$ cat config.mk
export PLATFORM = sky130hd
export DESIGN_NAME = qta_coords
export DESIGN_NICKNAME = d
export VERILOG_FILES = /design/src/sv/qta_pkg.sv /design/src/sv/qta_coords.sv
export SDC_FILE = /design/constraint.sdc
export NUM_CORES = 1
export LEC_CHECK = 0
export BUFFER_PORTS_ARGS = -buffer_cell sky130_fd_sc_hd__buf_2
export CORE_ASPECT_RATIO = 0.75
export CORE_MARGIN = 2
export CORE_UTILIZATION = 49
export DETAILED_ROUTE_END_ITERATION = 10
export GPL_ROUTABILITY_DRIVEN = 1
export GPL_TIMING_DRIVEN = 0
export PLACE_DENSITY = 0.7
export SLEW_MARGIN = 10
export SYNTH_ARGS = -nofsm -noshare
export SYNTH_HDL_FRONTEND = slang
export SYNTH_SLANG_ARGS = --single-unit
export TNS_END_PERCENT = 1
$ cat constraint.sdc
create_clock -name clk -period 3.15 [get_ports clk]
set_clock_uncertainty 0.15 [all_clocks]
set_input_delay 0.315 -clock clk [delete_from_list [all_inputs] [get_ports clk]]
set_output_delay 0.315 -clock clk [all_outputs]
set_load 0.01 [all_outputs]
$ cat src/sv/qta_pkg.sv
// Package for the quadtree tile allocator: node codes, status codes, sizes, operations, FSM states.
// No dependencies.
package qta_pkg;
	localparam int ATLAS_TEXELS_DEF = 8192;
	localparam int TREE_LEVELS_DEF = 5;
	localparam int HW = 11;
	localparam int CW = 13;
	localparam int LW = 3;
	localparam int SW = 2;

	typedef enum logic [1:0] {
		NS_ABSENT = 2'd0,
		NS_FREE = 2'd1,
		NS_OCC = 2'd2,
		NS_SPLIT = 2'd3
	} node_t;

	typedef enum logic [1:0] {
		ST_OK = 2'd0,
		ST_NOSPACE = 2'd1,
		ST_BADHANDLE = 2'd2
	} status_t;

	localparam logic OP_ALLOC = 1'b0;
	localparam logic OP_FREE = 1'b1;

	typedef enum logic [3:0] {
		S_CLEAR, S_IDLE, S_POP, S_RD, S_EVAL, S_WKID, S_FRD, S_FCHK,
		S_MRD, S_MCHK, S_MCLR, S_DONE
	} fsm_t;

	typedef struct packed {
		logic we;
		logic [HW-1:0] waddr;
		node_t wdata;
		logic [HW-1:0] raddr;
	} mem_req_t;
endpackage

$ cat src/sv/qta_coords.sv
// Converts a node handle and its level to texel coordinates, one digit per cycle.
// Depends on qta_pkg.
module qta_coords #(
	parameter int ATLAS_TEXELS = qta_pkg::ATLAS_TEXELS_DEF
) (
	input logic clk,
	input logic arst_n,
	input logic start,
	input logic [qta_pkg::HW-1:0] node,
	input logic [3:0] level,
	output logic busy,
	output logic [qta_pkg::CW-1:0] x,
	output logic [qta_pkg::CW-1:0] y
);
	localparam int AW = $clog2(ATLAS_TEXELS) + 2;
	logic [qta_pkg::HW-1:0] n_q;
	logic [AW-1:0] half_q, cx_q, cy_q;
	logic [qta_pkg::HW-1:0] m;
	logic [1:0] c;

	assign m = n_q - qta_pkg::HW'(1);
	assign c = m[1:0];
	assign busy = (n_q != '0);
	assign x = cx_q[qta_pkg::CW-1:0];
	assign y = cy_q[qta_pkg::CW-1:0];

	always_ff @(posedge clk or negedge arst_n) begin
		if (!arst_n) begin
			n_q <= '0;
		end else if (start) begin
			n_q <= node;
		end else if (busy) begin
			n_q <= m >> 2;
		end
	end

	// Walk from the node toward the root; the half size starts at the node's own
	// size and doubles each step.
	always_ff @(posedge clk) begin
		if (start) begin
			half_q <= AW'(ATLAS_TEXELS) >> level;
			cx_q <= '0;
			cy_q <= '0;
		end else if (busy) begin
			if (c[0]) cx_q <= cx_q + half_q;
			if (c[1]) cy_q <= cy_q + half_q;
			half_q <= half_q << 1;
		end
	end
endmodule

* Word level (Yosys, flattened, before mapping)
Index checks and enable logic that the tools add are counted.
** Storage, ports and cells
- Word-level logic and storage cells :: 16
- Output and inout bits :: 27
- Register bits after elaboration :: 56
** Cells by class
- $add $sub $neg :: 3
- Mux-type cells :: 4
- Reductions and logical operators :: 4
- Shifts and indexed selects :: 1
** Operators by type and width (number)
- adder 15 bit :: 2
- 2-to-1 mux 15 bit :: 2
- 2-to-1 mux 11 bit :: 2
- right shift 14 x 4 -> 15 bit (first input constant) :: 1
- nonzero test 11 bit :: 1
- subtractor 11 x 1 -> 11 bit (second input constant) :: 1
- AND reduction 2 bit :: 2
- nonzero test 2 bit :: 1

* Logic depth before layout (Yosys ltp)
Gate-level depths: netlist of the first run.
- Depth in word-level cells :: 3
- Gate-level depth with buffers :: 11
- Gate-level depth less buffers :: 9

* Worst setup path before layout of the first run
OpenSTA, ideal clock, no wires.
- Path kind :: register to register
- From :: reg half_q[0]
- To :: reg cy_q[12]
- Required time :: 2.879 ns
- Buffers on the path :: 0
- Arrival :: 2.093 ns
- Cell stages (with the launch flop) :: 9
- Period minus slack after synthesis :: 2.365 ns
- Slack :: 0.785 ns
- Path through :: edfxtp_1 ha_1 fa_1 a211oi_1 o21ai_0 nand2_1 a21oi_1 o21ai_2 mux2_4
** On the way
- Longest elaborated chain between the ends :: 1
** Ends and longest elaborated chain
- from (decl) :: RTL line qta_coords.sv:17 : logic [AW-1:0] half_q, cx_q, cy_q;
- from (signal assigned) :: RTL line qta_coords.sv:41 : half_q <= AW'(ATLAS_TEXELS) >> level;
- from (signal assigned) :: RTL line qta_coords.sv:47 : half_q <= half_q << 1;
- adder 15 bit :: RTL line qta_coords.sv:46 : if (c[1]) cy_q <= cy_q + half_q;
- to (signal assigned) :: RTL line qta_coords.sv:46
- to (decl) :: RTL line qta_coords.sv:17
Every way passes these cells.
A chain may end at the register's enable or synchronous reset.

* Worst setup path in the final report of the first run
- From :: reg half_q[0]
- To :: reg cy_q[8]
Same word-level chain as after synthesis.

==> impl_metrics.ini, run 1 <==
[logic_synthesis]
synth.avg_cell_area_um2 = 8.83
syn_inst = 367
ys_types = 55
dominantRegCellSynth = dfxtp_1
synth_fp_nets = 413
seq_area_frac_synth = 0.366
synth-edff-count = 13
yosys_warnings = 0
synthArstFlopShare = 0.220
synthesis.area_mm2 = 0.00324
synth-seq-cells = 50

[place]
place_area_mm2 = 0.00356
gp_congestion = 0.920
dp.cells = 491
port_buffers = 43
dp_hpwl_mm = 6.12

[sta]
fmax_mhz = 378
period_minus_slack_ns = 2.64
final_hold_viol_count = 0
relSlewSlack = 0.562
rsz0062_at_grt = no
setup_viol = 0
tns_ns = 0
drv_slew = 0
tightest_slew_ns = 0.657
period_share = 0.839

[routing]
wl_mm = 8.05
ant_nets = 0
viasPerCell = 5.74
vias = 2872
drt_pass1_iterations = 4
drc = 0
drt_iter0_drc = 215
avgRoutedWirePerCell_um = 16.1

[worst_setup_path]
worst_setup_path_start_kind = register
cp.arrival_ns = 2.75
critPathMaxFanout = 3
cp-end-kind = register
r2r_slack_ns = 0.51
max_stage_delay_ns = 0.45
path_class = register to register
path_cells = ha_1, fa_1, a211oi_1, o21bai_1, a21oi_1, o21ai_0, nor4b_1, a211o_1
crit_required_ns = 3.25
critPathSlowestCell = edfxtp_1

[pwr]
powerDensity_mw_per_mm2 = 447
total_power_mw = 1.64
p_leak_nw = 1.65
vdd_ir_drop_max_mv = 0.207

[clocking]
clock-sinks = 50
clk_latency_ns = 0.30
cts_tree = built
ctsHoldBuffers = 1
h-tree-depth = 2
clkTransAtPathRegs_ns = 0.10
post_cts_buffers = 0
root_buffer = clkbuf_8
cts_made_buffers = 5
cts_buffer_depth = 2
cts-resized-gates = 0

[floorplan]
initial_core_util = 0.510
die-area_mm2 = 0.00728
fp.coreArea_mm2 = 0.00635
die_y_um = 74.4
ioPinCount = 45
rows = 25
die_w_um = 97.9

[finish]
num_antenna_cells = 0
mostFrequentLayoutCells = 45 x buf_2, 38 x nand2_1, 33 x a21oi_1
area_delta_synth_final_pct = 13.5
stdcell_area_mm2 = 0.00368
drive_gt1_frac = 0.153
n_fill_cell = 601
nNetsFinal = 464
final_common_cell = buf_2
stdcell_count = 500
post-route-util = 0.579

[global_route]
grt_pass1_vias = 2661
grt_pass1_wl_mm = 12.7
grt_start_max_net_pins = 16
grt_overflow = 0
antenna_found_initial = 0
grt_usage = 0.222

[run]
max_cap_violations = 0

[hold_path]
hold_class = input port to register

[outcome]
status = finished, final reports clean
-- where the power goes --
part           internal (mW)  switching [mW]  total, mW
logic                  0.170           0.251      0.421
registers              0.710          0.0523      0.762
clock network          0.237           0.222      0.459
total                   1.12           0.525       1.64
-- per-layer routing --
metal  GRT usage  vias up  share of wire
met1       0.312     1333           0.50
met2       0.363       80           0.43
met5           0        -              0
met4      0.0401        0         0.0035
met3      0.0470        2          0.070
li1            -     1457              -
-- worst paths after layout --
check                           startpoint  endpoint  cells after the start
worst max-delay path             half_q[0]   cy_q[8]                      8
worst min-delay path               node[1]    n_q[1]                      2
worst max register to register   half_q[0]   cy_q[8]                      8
worst min register to register     cy_q[0]   cy_q[0]                      2
max in group asynchronous           arst_n    n_q[7]                      2
min in group asynchronous           arst_n    n_q[1]                      2
-- metrics by stage --
step | setup slack, ns | hold slack [ns]
2_1_floorplan | 0.785 | -0.131
3_3_place_gp | 0.536 | 0.0466
3_5_place_dp | 0.523 | 0.0509
4_1_cts | 0.493 | 0.0552
5_1_grt | 0.311 | 0.0420
6_report | 0.506 | 0.0604
-- kinds of logic (layout without fill, tap and decap cells) --
| logic type | count (synthesis) | after routing | share of synthesized area |
|---|---|---|---|
| flip-flops | 50 | 50 | 0.366 |
| AO/OA/AOI/OAI | 110 | 110 | 0.212 |
| buffers and inverters | 32 | 84 | 0.0448 |
| adder cells (fa/ha/maj) | 28 | 28 | 0.113 |
| XOR/XNOR | 17 | 17 | 0.0460 |
| AND/OR/NAND/NOR | 126 | 126 | 0.204 |
| multiplexers | 4 | 4 | 0.0143 |
-- state kept, by name, indices dropped and copies added, names as in the netlist --
register	flops
cx_q	13
cy_q	13
half_q	13
n_q	11
-- synthesized netlist by cell type (all sizes together), types with 6 or more instances --
cell type,instances,area share
nor2,22,0.025
ha,26,0.10
nand2,38,0.044
buf,6,0.012
nor2b,7,0.014
xnor2,11,0.030
nor3,11,0.017
a21o,9,0.021
dfrtp,11,0.085
xor2,6,0.016
nand4,7,0.014
nand3,11,0.017
clkbuf,9,0.010
a211oi,9,0.021
inv,17,0.022
dfxtp,26,0.16
nand3b,7,0.016
a21oi,33,0.051
edfxtp,13,0.12
o21ai,31,0.049
-- layout make-up --
class	instances	area [µm²]	share of cell area
timing repair buffer	44	225	0.0613
tap	81	101	0.0276
clock inverter	2	37.5	0.0102
sequential	50	1190	0.323
clock buffer	6	72.6	0.0197
buffer	15	73.8	0.0201
multi-input combinational	285	1910	0.519
inverter	17	71.3	0.0194
-- critical path, delay by kind of cell (launching register included) --
| family | cells | cell delay, ns |
|---|---|---|
| compound gates | 5 | 0.99 |
| fa+ha+maj | 2 | 0.67 |
| flops | 1 | 0.45 |
| simple gates | 1 | 0.33 |
Power figures use the tool's default switching activity.
==> inputs of run 2 (changes only) <==
==> constraint.sdc (replaced) <==
create_clock -name clk -period 2.7 [get_ports clk]
set_clock_uncertainty 0.15 [all_clocks]
set_input_delay 0.27 -clock clk [delete_from_list [all_inputs] [get_ports clk]]
set_output_delay 0.27 -clock clk [all_outputs]
set_load 0.01 [all_outputs]
==> impl_metrics.ini, run 2 (synthesis gave the netlist of run 1 again) <==
[global_route]
grt_pass1_wl_mm = 12.7
grt_usage = 0.222
antenna_found_initial = 0
grt_overflow = 0
grt_start_max_net_pins = 16
grt_pass1_vias = 2661

[worst_setup_path]
crit_required_ns = 2.76
cp-end-kind = register
cp.arrival_ns = 2.68
path_class = register to register
critPathMaxFanout = 4
worst_setup_path_start_kind = register

[routing]
drt_pass1_iterations = 4
ant_nets = 0
vias = 2896
drc = 0
drt_iter0_drc = 162
wl_mm = 8.12
viasPerCell = 5.76
avgRoutedWirePerCell_um = 16.1

[sta]
final_hold_viol_count = 0
tightest_slew_ns = 0.657
setup_viol = 0
period_minus_slack_ns = 2.63
rsz0062_at_grt = no
drv_slew = 0
fmax_mhz = 381
relSlewSlack = 0.562
final_critical_path_setup_slack_ns = 0.0724
period_share = 0.973
tns_ns = 0

[clocking]
cts_tree = built
cts_made_buffers = 5
h-tree-depth = 2
clk_latency_ns = 0.31
cts_buffer_depth = 2
clock-sinks = 50
root_buffer = clkbuf_8
clkTransAtPathRegs_ns = 0.10

[place]
gp_congestion = 0.920
dp.cells = 491
port_buffers = 43
dp_hpwl_mm = 6.12
pre_cts_slack_ns = 0.0728

[pwr]
vdd_ir_drop_max_mv = 0.242
powerDensity_mw_per_mm2 = 518
p_leak_nw = 1.66

[floorplan]
initial_core_util = 0.510
ioPinCount = 45
die_y_um = 74.4
die_w_um = 97.9
rows = 25
fp.coreArea_mm2 = 0.00635
die-area_mm2 = 0.00728

[finish]
drive_gt1_frac = 0.164
num_antenna_cells = 0
top_regs = cx_q (13), cy_q (13), half_q (13)
area_delta_synth_final_pct = 14.9
mostFrequentLayoutCells = 45 x buf_2, 38 x nand2_1, 33 x a21oi_1
final_common_cell = buf_2
nNetsFinal = 467
stdcell_count = 503

[outcome]
status = finished, final reports clean

[run]
max_cap_violations = 0

[hold_path]
hold_class = input port to register
[run 2: cell count changes in the layout (fill, tap and decap cells not counted), sizes merged]
cell,change
dlygate4sd3,+1
buf,+2
[run 2: final cells by class]
type,count,area [µm²]
inverters,17,71.3
flip-flops and latches,50,1190
well taps,81,101
clock inverters,2,37.5
repair buffers,47,250
clock buffers,6,72.6
fillers,596,2630
multi-input cells,285,1930
plain buffers,15,73.8
[run 2: routing by layer]
layer | up-vias | share of wire | track usage
li1 | 1454 | - | -
met1 | 1350 | 0.51 | 0.312
met2 | 86 | 0.43 | 0.363
met3 | 6 | 0.056 | 0.0470
met4 | 0 | 0.0074 | 0.0401
met5 | - | 0 | 0
[run 2: timing repair]
action	4_1_cts	5_1_grt
setup buffers	0	2
gates resized for setup	0	4
setup endpoints to repair	0	3
hold buffers	1	1
endpoints found under the hold margin	11	1
[run 2: where the power goes]
part | leakage [nW] | switching [mW] | internal (mW)
sequential | 0.505 | 0.0614 | 0.828
clock | 0.0514 | 0.265 | 0.277
combinational | 1.11 | 0.297 | 0.201
[run 2: per-stage QoR]
step / instance area, µm² / util / hold slack (ns) / power [mW]
6_report: 3720 / 0.586 / 0.0203 / 1.93
5_1_grt: 3720 / 0.586 / 0.0213 / 2.02
4_1_cts: 3680 / 0.579 / 0.0102 / 1.92
3_5_place_dp: 3560 / 0.560 / 0.00590 / 1.39
3_3_place_gp: 3560 / 0.560 / 0.00157 / 1.38
2_1_floorplan: 3240 / - / -0.176 / 1.24
[run 2: worst max-delay path, cell delays in order, from the launching register on]
cell	delay (ns)
edfxtp_1	0.48
ha_1	0.37
a21o_1	0.21
a221o_1	0.38
a31oi_4	0.19
o21ai_1	0.15
mux2i_1	0.25
mux2_2	0.36
[run 2: final timing paths]
path,start,to,slack (ns),depth (start not counted)
hold / removal,node[2],n_q[2],0.02,3
setup / recovery,half_q[6],cx_q[12],0.07,7
max in group asynchronous,arst_n,n_q[7],1.95,2
setup reg to reg,half_q[6],cx_q[12],0.07,7
hold reg to reg,cy_q[0],cy_q[0],0.33,2
min in group asynchronous,arst_n,n_q[1],0.23,2
==> inputs of run 3 (changes only) <==
--- a/config.mk
+++ b/config.mk
@@ -5,6 +5,7 @@
 export SDC_FILE = /design/constraint.sdc
 export NUM_CORES = 1
 export LEC_CHECK = 0
+export ABC_AREA = 1
 export BUFFER_PORTS_ARGS = -buffer_cell sky130_fd_sc_hd__buf_2
 export CORE_ASPECT_RATIO = 0.75
 export CORE_MARGIN = 2
@@ -12,7 +13,7 @@
 export DETAILED_ROUTE_END_ITERATION = 10
 export GPL_ROUTABILITY_DRIVEN = 1
 export GPL_TIMING_DRIVEN = 0
-export PLACE_DENSITY = 0.7
+export PLACE_DENSITY = 0.69
 export SLEW_MARGIN = 10
 export SYNTH_ARGS = -nofsm -noshare
 export SYNTH_HDL_FRONTEND = slang
==> impl_metrics.ini, run 3 <==
[outcome]
status = finished, final reports clean

[finish]
area_delta_synth_final_pct = 13.1
top_regs = cx_q (13), cy_q (13), half_q (13)
final_common_cell = nand2_1
n_fill_cell = 667
num_antenna_cells = 0
drive_gt1_frac = 0.120
multi_input_area_mm2 = 0.00202
regArea_mm2 = 0.00119
nNetsFinal = 618
mostFrequentLayoutCells = 146 x nand2_1, 79 x inv_1, 58 x nor2_1

[logic_synthesis]
syn_inst = 518
synthMuxAreaShare = 0
synth_area_leader_cell = nand2_1
synth_fa_ha_area_frac = 0.102
synthXorXnorAreaFrac = 0.0514
synth-seq-cells = 50
yosys_warnings = 0
ys_top_cells_by_count = 146 x nand2_1, 79 x inv_1, 58 x nor2_1
synthTopCellsByArea = nand2_1 15%, dfxtp_1 15%, edfxtp_1 11%
synth-edff-count = 13
synth.avg_cell_area_um2 = 6.91
synthesis.area_mm2 = 0.00358
yosysTopAreaCellShare = 0.153
ys_types = 32
synth_fp_nets = 564
synth-simple-area-share = 0.317
seq_area_frac_synth = 0.331
yosysMostFrequentCell = nand2_1
synth-compound-area-share = 0.0937
dominantRegCellSynth = dfxtp_1
synth_top_family_by_area = simple AND/OR/NAND/NOR gates
synthArstFlopShare = 0.220

[clocking]
post_cts_buffers = 0
clock-sinks = 50
cts-resized-gates = 0
clkTransAtPathRegs_ns = 0.10
h-tree-depth = 2
cts_buffer_depth = 2
cts_tree = built
root_buffer = clkbuf_8
clk_latency_ns = 0.30
ctsHoldBuffers = 3
cts_made_buffers = 5

[pwr]
vdd_ir_drop_max_mv = 0.335
total_power_mw = 2.33
powerDensity_mw_per_mm2 = 575
p_leak_nw = 2.19

[worst_setup_path]
path_class = register to register
cp-end-kind = register
cp.arrival_ns = 2.30
crit_required_ns = 2.75
critPathMaxFanout = 4
worst_setup_path_start_kind = register

[routing]
drt_pass1_iterations = 5
drt_iter0_drc = 231
vias = 3363
viasPerCell = 5.01
drc = 0
ant_nets = 0
wl_mm = 8.79
avgRoutedWirePerCell_um = 13.1

[global_route]
grt_pass1_vias = 3115
grt_pass1_wl_mm = 15.0
grt_start_max_net_pins = 16
grt_overflow = 0
antenna_found_initial = 0
grt_usage = 0.239

[sta]
fmax_mhz = 445
period_minus_slack_ns = 2.25
rsz0062_at_grt = no
final_hold_viol_count = 0
period_share = 0.832
tns_ns = 0
relSlewSlack = 0.579
drv_slew = 0
tightest_slew_ns = 0.630
whs_ns = 0.0190
setup_viol = 0

[run]
max_cap_violations = 0

[floorplan]
fp.coreArea_mm2 = 0.00693
die-area_mm2 = 0.00801
die_y_um = 78.0
die_w_um = 103
initial_core_util = 0.516
ioPinCount = 45
rows = 26

[hold_path]
hold_class = input port to register

[place]
dp_hpwl_mm = 6.86
port_buffers = 44
gp_congestion = 0.910
-- run 3: critical path: stages, from the launching register on --
cell and delay, ns:
edfxtp_1 0.46, ha_1 0.27, fa_1 0.49, nand3_1 0.13, nand3_1 0.17, nand2_1 0.13
a21oi_1 0.07, nor3_1 0.22, nor2_1 0.06
-- run 3: metrics by stage --
| step | worst slack (ns) | cell area, µm² | util | cells |
|---|---|---|---|---|
| after global routing | 0.344 | 4050 | 0.584 | 671 |
| after CTS | 0.491 | 4050 | 0.584 | 671 |
| after floorplan | 0.819 | 3580 | - | 518 |
| final | 0.454 | 4050 | 0.584 | 671 |
| after global placement | 0.547 | 3920 | 0.566 | 660 |
| after detailed placement | 0.514 | 3920 | 0.566 | 660 |
-- run 3: power breakdown --
group	switching, mW	internal [mW]
Combinational	0.512	0.350
Sequential	0.109	0.884
Clock	0.267	0.207
-- run 3: path summary, 6_finish.rpt --
| path | from | end | slack [ns] | depth (start not counted) |
|---|---|---|---|---|
| max | half_q[0] | cx_q[6] | 0.45 | 8 |
| min reg2reg | cx_q[0] | cx_q[0] | 0.39 | 2 |
| max in group asynchronous | arst_n | n_q[1] | 1.96 | 2 |
| max reg2reg | half_q[0] | cx_q[6] | 0.45 | 8 |
| min in group asynchronous | arst_n | n_q[6] | 0.22 | 2 |
| min | node[7] | n_q[7] | 0.02 | 3 |
-- run 3: area by class of cell --
cell class	instances	share of cell area
multi-input combinational	377	0.499
sequential	50	0.293
inverter	82	0.0761
timing repair buffer	47	0.0618
tap	98	0.0303
clock buffer	6	0.0204
buffer	9	0.0161
clock inverter	2	0.00309
-- run 3: per-layer routing --
metal | vias up | wire length [µm] | global-route usage
li1 | 1761 | - | -
met1 | 1494 | 4490 | 0.365
met3 | 8 | 511 | 0.0347
met4 | 0 | 72 | 0.0493
met5 | - | 0 | 0
met2 | 100 | 3720 | 0.357
-- run 3: logic make-up after synthesis --
family	count (synthesis)
flops	50
xor+xnor	21
fa+ha+maj	28
buf+inv	91
compound gates	65
simple gates	263
